--- src/rtl/lgps_pkg.sv ---
`default_nettype none

package lgps_pkg;

  localparam int unsigned LEG_COUNT      = 4;
  localparam int unsigned TIME_BITS_DEF  = 21;
  localparam int unsigned TICK_W         = 16;
  localparam int unsigned STANCE_W       = 20;
  localparam int unsigned TAG_W          = 3;
  localparam int unsigned SEL_W          = 3;
  localparam int unsigned DATA_W         = 32;
  localparam int unsigned ADDR_W         = 5;
  localparam int unsigned SWITCH_WINDOW_US = 2000;

  localparam logic [TICK_W-1:0]   TICK_RST  = 16'd1000;
  localparam logic [STANCE_W-1:0] STAND_RST = 20'd200000;
  localparam logic [STANCE_W-1:0] TROT_RST  = 20'd250000;
  localparam logic [STANCE_W-1:0] PACE_RST  = 20'd250000;
  localparam logic [STANCE_W-1:0] WALK_RST  = 20'd600000;

  typedef enum logic [1:0] {
    GAIT_STAND = 2'd0,
    GAIT_TROT  = 2'd1,
    GAIT_PACE  = 2'd2,
    GAIT_WALK  = 2'd3
  } gait_e;

  typedef enum logic [2:0] {
    REG_TICK  = 3'd0,
    REG_STAND = 3'd1,
    REG_TROT  = 3'd2,
    REG_PACE  = 3'd3,
    REG_WALK  = 3'd4
  } reg_idx_e;

  typedef struct packed {
    logic [TICK_W-1:0]   tick_us;
    logic [STANCE_W-1:0] stance_stand;
    logic [STANCE_W-1:0] stance_trot;
    logic [STANCE_W-1:0] stance_pace;
    logic [STANCE_W-1:0] stance_walk;
  } cfg_t;

  typedef struct packed {
    logic [TAG_W-1:0]     request_tag;
    logic [SEL_W-1:0]     gait_select;
    logic [LEG_COUNT-1:0] foot_contact;
  } item_t;

  typedef struct packed {
    logic [LEG_COUNT-1:0] leg_stance;
    logic [1:0]           phase_index;
    gait_e                active_gait;
    logic                 gait_changed;
    logic                 phase_advanced;
  } res_t;

  function automatic logic [2:0] gait_rows(gait_e g);
    logic [2:0] r;
    unique case (g)
      GAIT_STAND: r = 3'd1;
      GAIT_TROT:  r = 3'd2;
      GAIT_PACE:  r = 3'd2;
      GAIT_WALK:  r = 3'd4;
      default:    r = 3'd1;
    endcase
    return r;
  endfunction

  function automatic logic [LEG_COUNT-1:0] gait_pattern(gait_e g, logic [1:0] row);
    logic [LEG_COUNT-1:0] p;
    unique case (g)
      GAIT_STAND: p = 4'hF;
      GAIT_TROT:  p = row[0] ? 4'h6 : 4'h9;
      GAIT_PACE:  p = row[0] ? 4'hC : 4'h3;
      GAIT_WALK: begin
        unique case (row)
          2'd0:    p = 4'hE;
          2'd1:    p = 4'h7;
          2'd2:    p = 4'hB;
          2'd3:    p = 4'hD;
          default: p = 4'hE;
        endcase
      end
      default:    p = 4'hF;
    endcase
    return p;
  endfunction

  function automatic logic [2:0] contact_count(logic [LEG_COUNT-1:0] v);
    return {2'b00, v[0]} + {2'b00, v[1]} + {2'b00, v[2]} + {2'b00, v[3]};
  endfunction

endpackage

`default_nettype wire

--- src/rtl/lgps_cfg.sv ---
`default_nettype none

module lgps_cfg (
  input  wire logic                          clk_i,
  input  wire logic                          rst_ni,
  input  wire logic                          psel,
  input  wire logic                          penable,
  input  wire logic                          pwrite,
  input  wire logic [lgps_pkg::ADDR_W-1:0]   paddr,
  input  wire logic [lgps_pkg::DATA_W-1:0]   pwdata,
  output logic      [lgps_pkg::DATA_W-1:0]   prdata,
  output logic                               pready,
  output lgps_pkg::cfg_t                     cfg_o
);

  lgps_pkg::cfg_t     cfg_q, cfg_d;
  lgps_pkg::reg_idx_e idx;
  logic               wr_en;

  assign idx    = lgps_pkg::reg_idx_e'(paddr[lgps_pkg::ADDR_W-1:2]);
  assign wr_en  = psel & penable & pwrite;
  assign pready = 1'b1;
  assign cfg_o  = cfg_q;

  always_comb begin
    cfg_d = cfg_q;
    if (wr_en) begin
      unique case (idx)
        lgps_pkg::REG_TICK:  cfg_d.tick_us      = pwdata[lgps_pkg::TICK_W-1:0];
        lgps_pkg::REG_STAND: cfg_d.stance_stand = pwdata[lgps_pkg::STANCE_W-1:0];
        lgps_pkg::REG_TROT:  cfg_d.stance_trot  = pwdata[lgps_pkg::STANCE_W-1:0];
        lgps_pkg::REG_PACE:  cfg_d.stance_pace  = pwdata[lgps_pkg::STANCE_W-1:0];
        lgps_pkg::REG_WALK:  cfg_d.stance_walk  = pwdata[lgps_pkg::STANCE_W-1:0];
        default: ;
      endcase
    end
  end

  always_comb begin
    unique case (idx)
      lgps_pkg::REG_TICK:  prdata = {16'd0, cfg_q.tick_us};
      lgps_pkg::REG_STAND: prdata = {12'd0, cfg_q.stance_stand};
      lgps_pkg::REG_TROT:  prdata = {12'd0, cfg_q.stance_trot};
      lgps_pkg::REG_PACE:  prdata = {12'd0, cfg_q.stance_pace};
      lgps_pkg::REG_WALK:  prdata = {12'd0, cfg_q.stance_walk};
      default:             prdata = '0;
    endcase
  end

  always_ff @(posedge clk_i or negedge rst_ni) begin
    if (!rst_ni) begin
      cfg_q.tick_us      <= lgps_pkg::TICK_RST;
      cfg_q.stance_stand <= lgps_pkg::STAND_RST;
      cfg_q.stance_trot  <= lgps_pkg::TROT_RST;
      cfg_q.stance_pace  <= lgps_pkg::PACE_RST;
      cfg_q.stance_walk  <= lgps_pkg::WALK_RST;
    end else begin
      cfg_q <= cfg_d;
    end
  end

endmodule

`default_nettype wire

--- src/rtl/lgps_core.sv ---
`default_nettype none

module lgps_core #(
  parameter int unsigned TIME_BITS = lgps_pkg::TIME_BITS_DEF
) (
  input  wire logic           clk_i,
  input  wire logic           rst_ni,
  input  wire logic           step_i,
  input  wire lgps_pkg::item_t item_i,
  input  wire lgps_pkg::cfg_t  cfg_i,
  output lgps_pkg::res_t      res_o
);

  localparam int unsigned EW = TIME_BITS + 3;

  logic [1:0]                    row_q, row_d;
  logic [TIME_BITS-1:0]          elapsed_q, elapsed_d;
  lgps_pkg::gait_e               gait_q, gait_d;
  logic [lgps_pkg::TAG_W-1:0]    tag_q, tag_d;
  logic [lgps_pkg::LEG_COUNT-1:0] contact_q;

  logic                 tag_take, changed, advance, early_ok;
  logic [1:0]           row_sw;
  logic [2:0]           rows, row_inc;
  logic [TIME_BITS:0]   sum;
  logic [TIME_BITS-1:0] elapsed_acc;
  logic [EW-1:0]        e5, t4, t6, t_ext;
  logic [lgps_pkg::STANCE_W-1:0] t_sel;

  // gait switch only inside the window after a phase start
  assign tag_take = (item_i.request_tag != tag_q) &&
                    (elapsed_q <= TIME_BITS'(lgps_pkg::SWITCH_WINDOW_US));
  assign changed  = tag_take && !item_i.gait_select[2];
  assign gait_d   = changed ? lgps_pkg::gait_e'(item_i.gait_select[1:0]) : gait_q;
  assign tag_d    = tag_take ? item_i.request_tag : tag_q;
  assign rows     = lgps_pkg::gait_rows(gait_d);
  assign row_sw   = (changed && ({1'b0, row_q} >= rows)) ? 2'd0 : row_q;

  // saturating time accumulate
  assign sum         = {1'b0, elapsed_q} + (TIME_BITS + 1)'(cfg_i.tick_us);
  assign elapsed_acc = sum[TIME_BITS] ? '1 : sum[TIME_BITS-1:0];

  assign t_sel = (gait_d == lgps_pkg::GAIT_PACE) ? cfg_i.stance_pace : cfg_i.stance_walk;
  assign t_ext = EW'(t_sel);
  assign t4    = t_ext << 2;
  assign t6    = (t_ext << 2) + (t_ext << 1);
  assign e5    = (EW'(elapsed_acc) << 2) + EW'(elapsed_acc);
  assign early_ok = lgps_pkg::contact_count(item_i.foot_contact) >
                    lgps_pkg::contact_count(contact_q);

  always_comb begin
    advance   = 1'b0;
    elapsed_d = elapsed_acc;
    unique case (gait_d)
      lgps_pkg::GAIT_STAND: begin
        if (elapsed_acc >= TIME_BITS'(cfg_i.stance_stand)) elapsed_d = '0;
      end
      lgps_pkg::GAIT_TROT: begin
        advance = elapsed_acc > TIME_BITS'(cfg_i.stance_trot);
      end
      default: begin
        advance = (e5 > t6) || ((e5 > t4) && early_ok);
      end
    endcase
    if (advance) elapsed_d = '0;
  end

  assign row_inc = {1'b0, row_sw} + 3'd1;
  assign row_d   = advance ? ((row_inc >= rows) ? 2'd0 : row_inc[1:0]) : row_sw;

  always_comb begin
    res_o.leg_stance     = lgps_pkg::gait_pattern(gait_d, row_d);
    res_o.phase_index    = row_d;
    res_o.active_gait    = gait_d;
    res_o.gait_changed   = changed;
    res_o.phase_advanced = advance;
  end

  always_ff @(posedge clk_i or negedge rst_ni) begin
    if (!rst_ni) begin
      row_q     <= '0;
      elapsed_q <= '0;
      gait_q    <= lgps_pkg::GAIT_STAND;
      tag_q     <= '0;
      contact_q <= '0;
    end else if (step_i) begin
      row_q     <= row_d;
      elapsed_q <= elapsed_d;
      gait_q    <= gait_d;
      tag_q     <= tag_d;
      contact_q <= item_i.foot_contact;
    end
  end

endmodule

`default_nettype wire

--- src/rtl/legged_gait_phase_scheduler_top.sv ---
// pipeline: an accepted item waits in the input register; its result is written when it steps (input reg, result reg)
// throughput: one item per cycle unless a valid result stalls; a valid result register holds while out_ready_i is low
// the per-tick state update sits between the input register and the result register
// reset: rst_ni async active low clears gait state, tag, phase time and both valid flags
// configuration registers reset to tick 1000 us and stance times 200/250/250/600 ms
`default_nettype none

module legged_gait_phase_scheduler_top #(
  parameter int unsigned TIME_BITS = lgps_pkg::TIME_BITS_DEF
) (
  input  wire logic                              clk_i,
  input  wire logic                              rst_ni,
  input  wire logic                              psel,
  input  wire logic                              penable,
  input  wire logic                              pwrite,
  input  wire logic [lgps_pkg::ADDR_W-1:0]       paddr,
  input  wire logic [lgps_pkg::DATA_W-1:0]       pwdata,
  output logic      [lgps_pkg::DATA_W-1:0]       prdata,
  output logic                                   pready,
  input  wire logic                              in_valid_i,
  output logic                                   in_ready_o,
  input  wire logic [lgps_pkg::TAG_W-1:0]        request_tag_i,
  input  wire logic [lgps_pkg::SEL_W-1:0]        gait_select_i,
  input  wire logic [lgps_pkg::LEG_COUNT-1:0]    foot_contact_i,
  output logic                                   out_valid_o,
  input  wire logic                              out_ready_i,
  output logic      [lgps_pkg::LEG_COUNT-1:0]    leg_stance_o,
  output logic      [1:0]                        phase_index_o,
  output logic      [1:0]                        active_gait_o,
  output logic                                   gait_changed_o,
  output logic                                   phase_advanced_o
);

  lgps_pkg::cfg_t  cfg;
  lgps_pkg::item_t item_q;
  lgps_pkg::res_t  res, res_q;
  logic            in_valid_q, out_valid_q, step;

  assign step       = in_valid_q && (!out_valid_q || out_ready_i);
  assign in_ready_o = !in_valid_q || step;

  lgps_cfg u_cfg (
    .clk_i   (clk_i),
    .rst_ni  (rst_ni),
    .psel    (psel),
    .penable (penable),
    .pwrite  (pwrite),
    .paddr   (paddr),
    .pwdata  (pwdata),
    .prdata  (prdata),
    .pready  (pready),
    .cfg_o   (cfg)
  );

  lgps_core #(
    .TIME_BITS (TIME_BITS)
  ) u_core (
    .clk_i  (clk_i),
    .rst_ni (rst_ni),
    .step_i (step),
    .item_i (item_q),
    .cfg_i  (cfg),
    .res_o  (res)
  );

  always_ff @(posedge clk_i or negedge rst_ni) begin
    if (!rst_ni) begin
      in_valid_q  <= 1'b0;
      out_valid_q <= 1'b0;
    end else begin
      if (in_ready_o) in_valid_q <= in_valid_i;
      if (step) out_valid_q <= 1'b1;
      else if (out_ready_i) out_valid_q <= 1'b0;
    end
  end

  always_ff @(posedge clk_i) begin
    if (in_valid_i && in_ready_o) begin
      item_q.request_tag  <= request_tag_i;
      item_q.gait_select  <= gait_select_i;
      item_q.foot_contact <= foot_contact_i;
    end
    if (step) res_q <= res;
  end

  assign out_valid_o      = out_valid_q;
  assign leg_stance_o     = res_q.leg_stance;
  assign phase_index_o    = res_q.phase_index;
  assign active_gait_o    = res_q.active_gait;
  assign gait_changed_o   = res_q.gait_changed;
  assign phase_advanced_o = res_q.phase_advanced;

endmodule

`default_nettype wire

--- config.mk ---
export PLATFORM = sky130hd
export DESIGN_NAME = legged_gait_phase_scheduler_top
export DESIGN_NICKNAME = d
export VERILOG_FILES = /design/src/rtl/lgps_pkg.sv /design/src/rtl/lgps_cfg.sv /design/src/rtl/lgps_core.sv /design/src/rtl/legged_gait_phase_scheduler_top.sv
export SDC_FILE = /design/constraint.sdc
export NUM_CORES = 1
export LEC_CHECK = 0
export BUFFER_PORTS_ARGS = -buffer_cell sky130_fd_sc_hd__clkbuf_2
export CAP_MARGIN = 20
export CORE_MARGIN = 4
export CORE_UTILIZATION = 30
export CTS_BUF_LIST = sky130_fd_sc_hd__clkbuf_2
export CTS_CLUSTER_DIAMETER = 50
export DETAILED_ROUTE_END_ITERATION = 8
export PLACE_DENSITY = 0.52
export SLEW_MARGIN = 20
export SYNTH_ARGS = -nofsm -noshare
export SYNTH_HDL_FRONTEND = slang
export SYNTH_SLANG_ARGS = --single-unit
--- constraint.sdc ---
create_clock -name clk_i -period 13.9 [get_ports clk_i]
set_input_delay 0.695 -clock clk_i [delete_from_list [all_inputs] [get_ports clk_i]]
set_output_delay 0.695 -clock clk_i [all_outputs]
set_load 0.02 [all_outputs]
==> summary.md <==
| Metric | Value |
|---|---|
| Run status | completed |
| Most common flop cell mapped by yosys | dfrtp_1 |
| Number of synthesized flops with an enable pin | 20 |
| Synthesized netlist cell count | approximately 1300 |
| Portion of the clock cycle consumed by the worst path in the final layout | 63.33% |
| Max-capacitance violation count | 0 |
| Mean number of vias per cell | 5.080 |
| Clock edge transition at the registers on the reported setup and hold paths | about 0.23 ns |
| TNS Setup | 0 ns |
| RSZ-0062 raised after global routing | no |
| Slew Viols, Final | 0 |
| Core Region | 39730 sq um |
| Required time worst endpoint | between 10 and 15 ns |
| Max-slew headroom at the worst pin | 39.28% |
| Total number of vias | 9453 |
| Initial Utilization | 30.34% |
| Drt pass-1 iters | 6 |
| Fraction of synthesized cell area in xor and xnor cells | 4.993% |
| Number of buffers added by the clock tree synthesis step | 17 |
| Number of DRC markers after the initial detailed-route iteration | around 440 |
| Die width | 208.4 um |
| CTS tree | yes |
| Count of H-tree levels built during CTS | 4 |
| Final wirelength | 33.04 mm |
| Initial antenna violation count | 1 |
| CTS sink count | 150 |
| DRC viols | 0 |
| Count of input and output buffers | 71 |
| Final critical-path required period | 8.803 ns |
| Largest net degree at the start of global routing | 83 |
| Overall track demand over capacity in global routing | between 10% and 20% |
| Fmax | between 0.1 and 0.15 GHz |
| Final hold viol count | 0 |
| Classification of the worst setup path | reg2reg |
| Routed WL per cell | between 15 and 20 um |
| Skew-Pair Late Insertion Delay | 0.78 ns |
| Buffer levels on the longest clock path | 2 |
| Crit path arrival time | 9.41 ns |
| Cell with the most instances on the worst path | ha_1 |
| Hold Crit Class | in2reg |
| Full die area | 43450 sq um |
| FF+latch count, synth | 150 |
| Number of gates resized after cts | 0 |
| Worst path slowest cell | dfrtp_1 |
| Number of buffers inserted by hold repair at cts | 1 |
| Synthesized area per cell | 9.611 sq um |
| Async set-reset flop share out of synthesis | between 80% and 90% |
| Count of yosys warnings during synthesis | 0 |
| HPWL after detailed placement | 25.83 mm |
| # setup viols final | 0 |
| Final nets | about 1500 |
| Type of destination of the critical path | register |
| Mux contribution to synthesized area | 10.40% |
| Sequential element share of the synthesized area | 32.33% |
| Weighted congestion at the end of routability-driven global placement | 0.8709 |
| Synth Area in Simple Gates | 11.41% |
| Root cell of the clock tree | clkbuf_2 |
| Number of distinct library cells after synthesis | 85 |
| Kind of launch point of the worst setup path | register |
| Via count of the first global-routing pass | 9520 |
| Die extent in y | 208.4 um |
| Stage delay of the slowest cell on the critical path | 0.49 ns |
| Fraction of final layout cells with drive strength greater than 1 | 20.39% |
| Wire length of the first global-routing pass | 53.05 mm |
| Row cnt | 73 |
| Cell area after technology mapping | approximately 12000 sq um |
| Pin slew with the least headroom to its limit | just under 0.9 ns |
| Setup Fix Bufs, Post-CTS | 0 |
| Adder-Cell Fraction of Synth Area | 16.73% |
| Main combinational cell family by area after synthesis | compound AO/OA/AOI/OAI gates |
| Worst setup skew after layout | around 0.044 ns |
| Total overflow reported by the global router | 0 |
| Maximum fanout count along the critical path | 26 |
| Compound-gate portion of the synthesized area | 18.82% |
| Detail Route Antenna Nets | 0 |
| I/O pin cnt | 99 |
| Area grow syn2layout | 10.33% |
-- cells in the final DEF, fill, tap and decap left out, types with 39 or more instances in the layout --
cell and n:
a21o_1 44, a21oi_1 59, clkbuf_2 91, dfrtp_1 96, ha_1 153, inv_1 102, mux2_2 77, nand2_1 115
nor2_1 39, o21ai_0 89, xnor2_1 41
-- kinds of logic after synthesis --
group           count (synthesis)
compound gates                327
xor+xnor                       67
fa+ha+maj                     159
buf+inv                       154
flops                         150
mux                           113
other cells                     2
simple gates                  282
-- registers in the layout (all words and copies together) (netlist names) --
register and count:
u_core.tag_q 3, leg_stance_o 4, u_core.gait_q 2, phase_advanced_o 1
u_cfg.cfg_o 96, out_valid_o 1, u_core.contact_q 4, phase_index_o 2
gait_changed_o 1, in_valid_q 1, item_q 10, u_core.row_q 2
active_gait_o 2, u_core.elapsed_q 21
-- per-layer routing --
metal | global-route usage, % | wire length (um) | up-vias
met5 | 0 | 0 | -
met4 | 3.647 | 507 | 0
met3 | 2.563 | 965 | 27
met2 | 25.59 | 15850 | 126
met1 | 20.43 | 15710 | 4626
li1 | - | - | 4674
-- worst paths after layout --
| check | slack (ns) | startpoint | depth (start not counted) | endpoint |
|---|---|---|---|---|
| min in group asynchronous | 0.50 | rst_ni | 2 | u_core.row_q[1] |
| min | 0.09 | foot_contact_i[3] | 1 | item_q[3] |
| max reg2reg | 5.10 | u_core.elapsed_q[1] | 31 | leg_stance_o[3] |
| min reg2reg | 0.51 | u_core.gait_q[1] | 2 | u_core.gait_q[1] |
| max in group asynchronous | 12.12 | rst_ni | 3 | u_core.elapsed_q[10] |
| max | 5.10 | u_core.elapsed_q[1] | 31 | leg_stance_o[3] |
-- area by class of cell --
class                   instances  area (sq um)
fillers                      4182         26430
multi-input cells             961          7600
flip-flops and latches        150          3896
well taps                     525         656.9
repair buffers                 87         491.7
inverters                     104         390.4
clock inverters                11         152.6
clock buffers                  21         105.1
diodes                          2         5.005
-- critical path: cells and delay by family (launching register included) --
family	cells	cell delay, ns
AO/OA/AOI/OAI	16	3.91
AND/OR/NAND/NOR	7	1.66
multiplexers	3	1.27
adder cells (fa/ha/maj)	4	0.84
flip-flops	1	0.49
buffers and inverters	1	0.42
-- per-stage QoR --
| step | hold slack [ns] | setup WS [ns] | util, % | cells | area [sq um] |
|---|---|---|---|---|---|
| after global routing | 0.001790 | 4.542 | 33.46 | 1860 | 13300 |
| after global placement | 0.4667 | 5.142 | 32.68 | 1823 | 12980 |
| final | 0.09096 | 5.097 | 33.47 | 1861 | 13300 |
| after CTS | 0.007944 | 4.949 | 33.38 | 1856 | 13260 |
| after floorplan | 0.3994 | 6.222 | - | 1265 | 12090 |
| after detailed placement | 0.4709 | 4.985 | 32.71 | 1823 | 13000 |
-- synth_stat cells (7+ instances only) --
library cell | n | area share [%]
o21ai_0 | 89 | 3.7
a31oi_1 | 8 | 0.42
nand2b_1 | 15 | 0.78
inv_1 | 102 | 3.2
xor2_1 | 25 | 1.8
edfxtp_1 | 20 | 5.0
nand2_1 | 116 | 3.6
nor2_1 | 41 | 1.3
nand3_1 | 17 | 0.71
nor2b_1 | 16 | 0.83
dfstp_2 | 34 | 7.4
mux2i_1 | 32 | 2.7
mux2_2 | 77 | 7.2
a22o_1 | 20 | 1.5
xnor2_1 | 41 | 3.0
buf_4 | 13 | 0.81
nand4_1 | 18 | 0.93
a21oi_1 | 59 | 2.4
ha_1 | 153 | 16
clkbuf_1 | 26 | 0.81
o21bai_1 | 10 | 0.62
o21a_1 | 11 | 0.69
dfrtp_1 | 96 | 20
a21o_1 | 44 | 2.7
a211oi_1 | 7 | 0.44
nor3_1 | 20 | 0.83
a221o_1 | 17 | 1.4
Power is not shown: default switching activity piles up to over one toggle a cycle in this logic, so the estimate is an artifact.
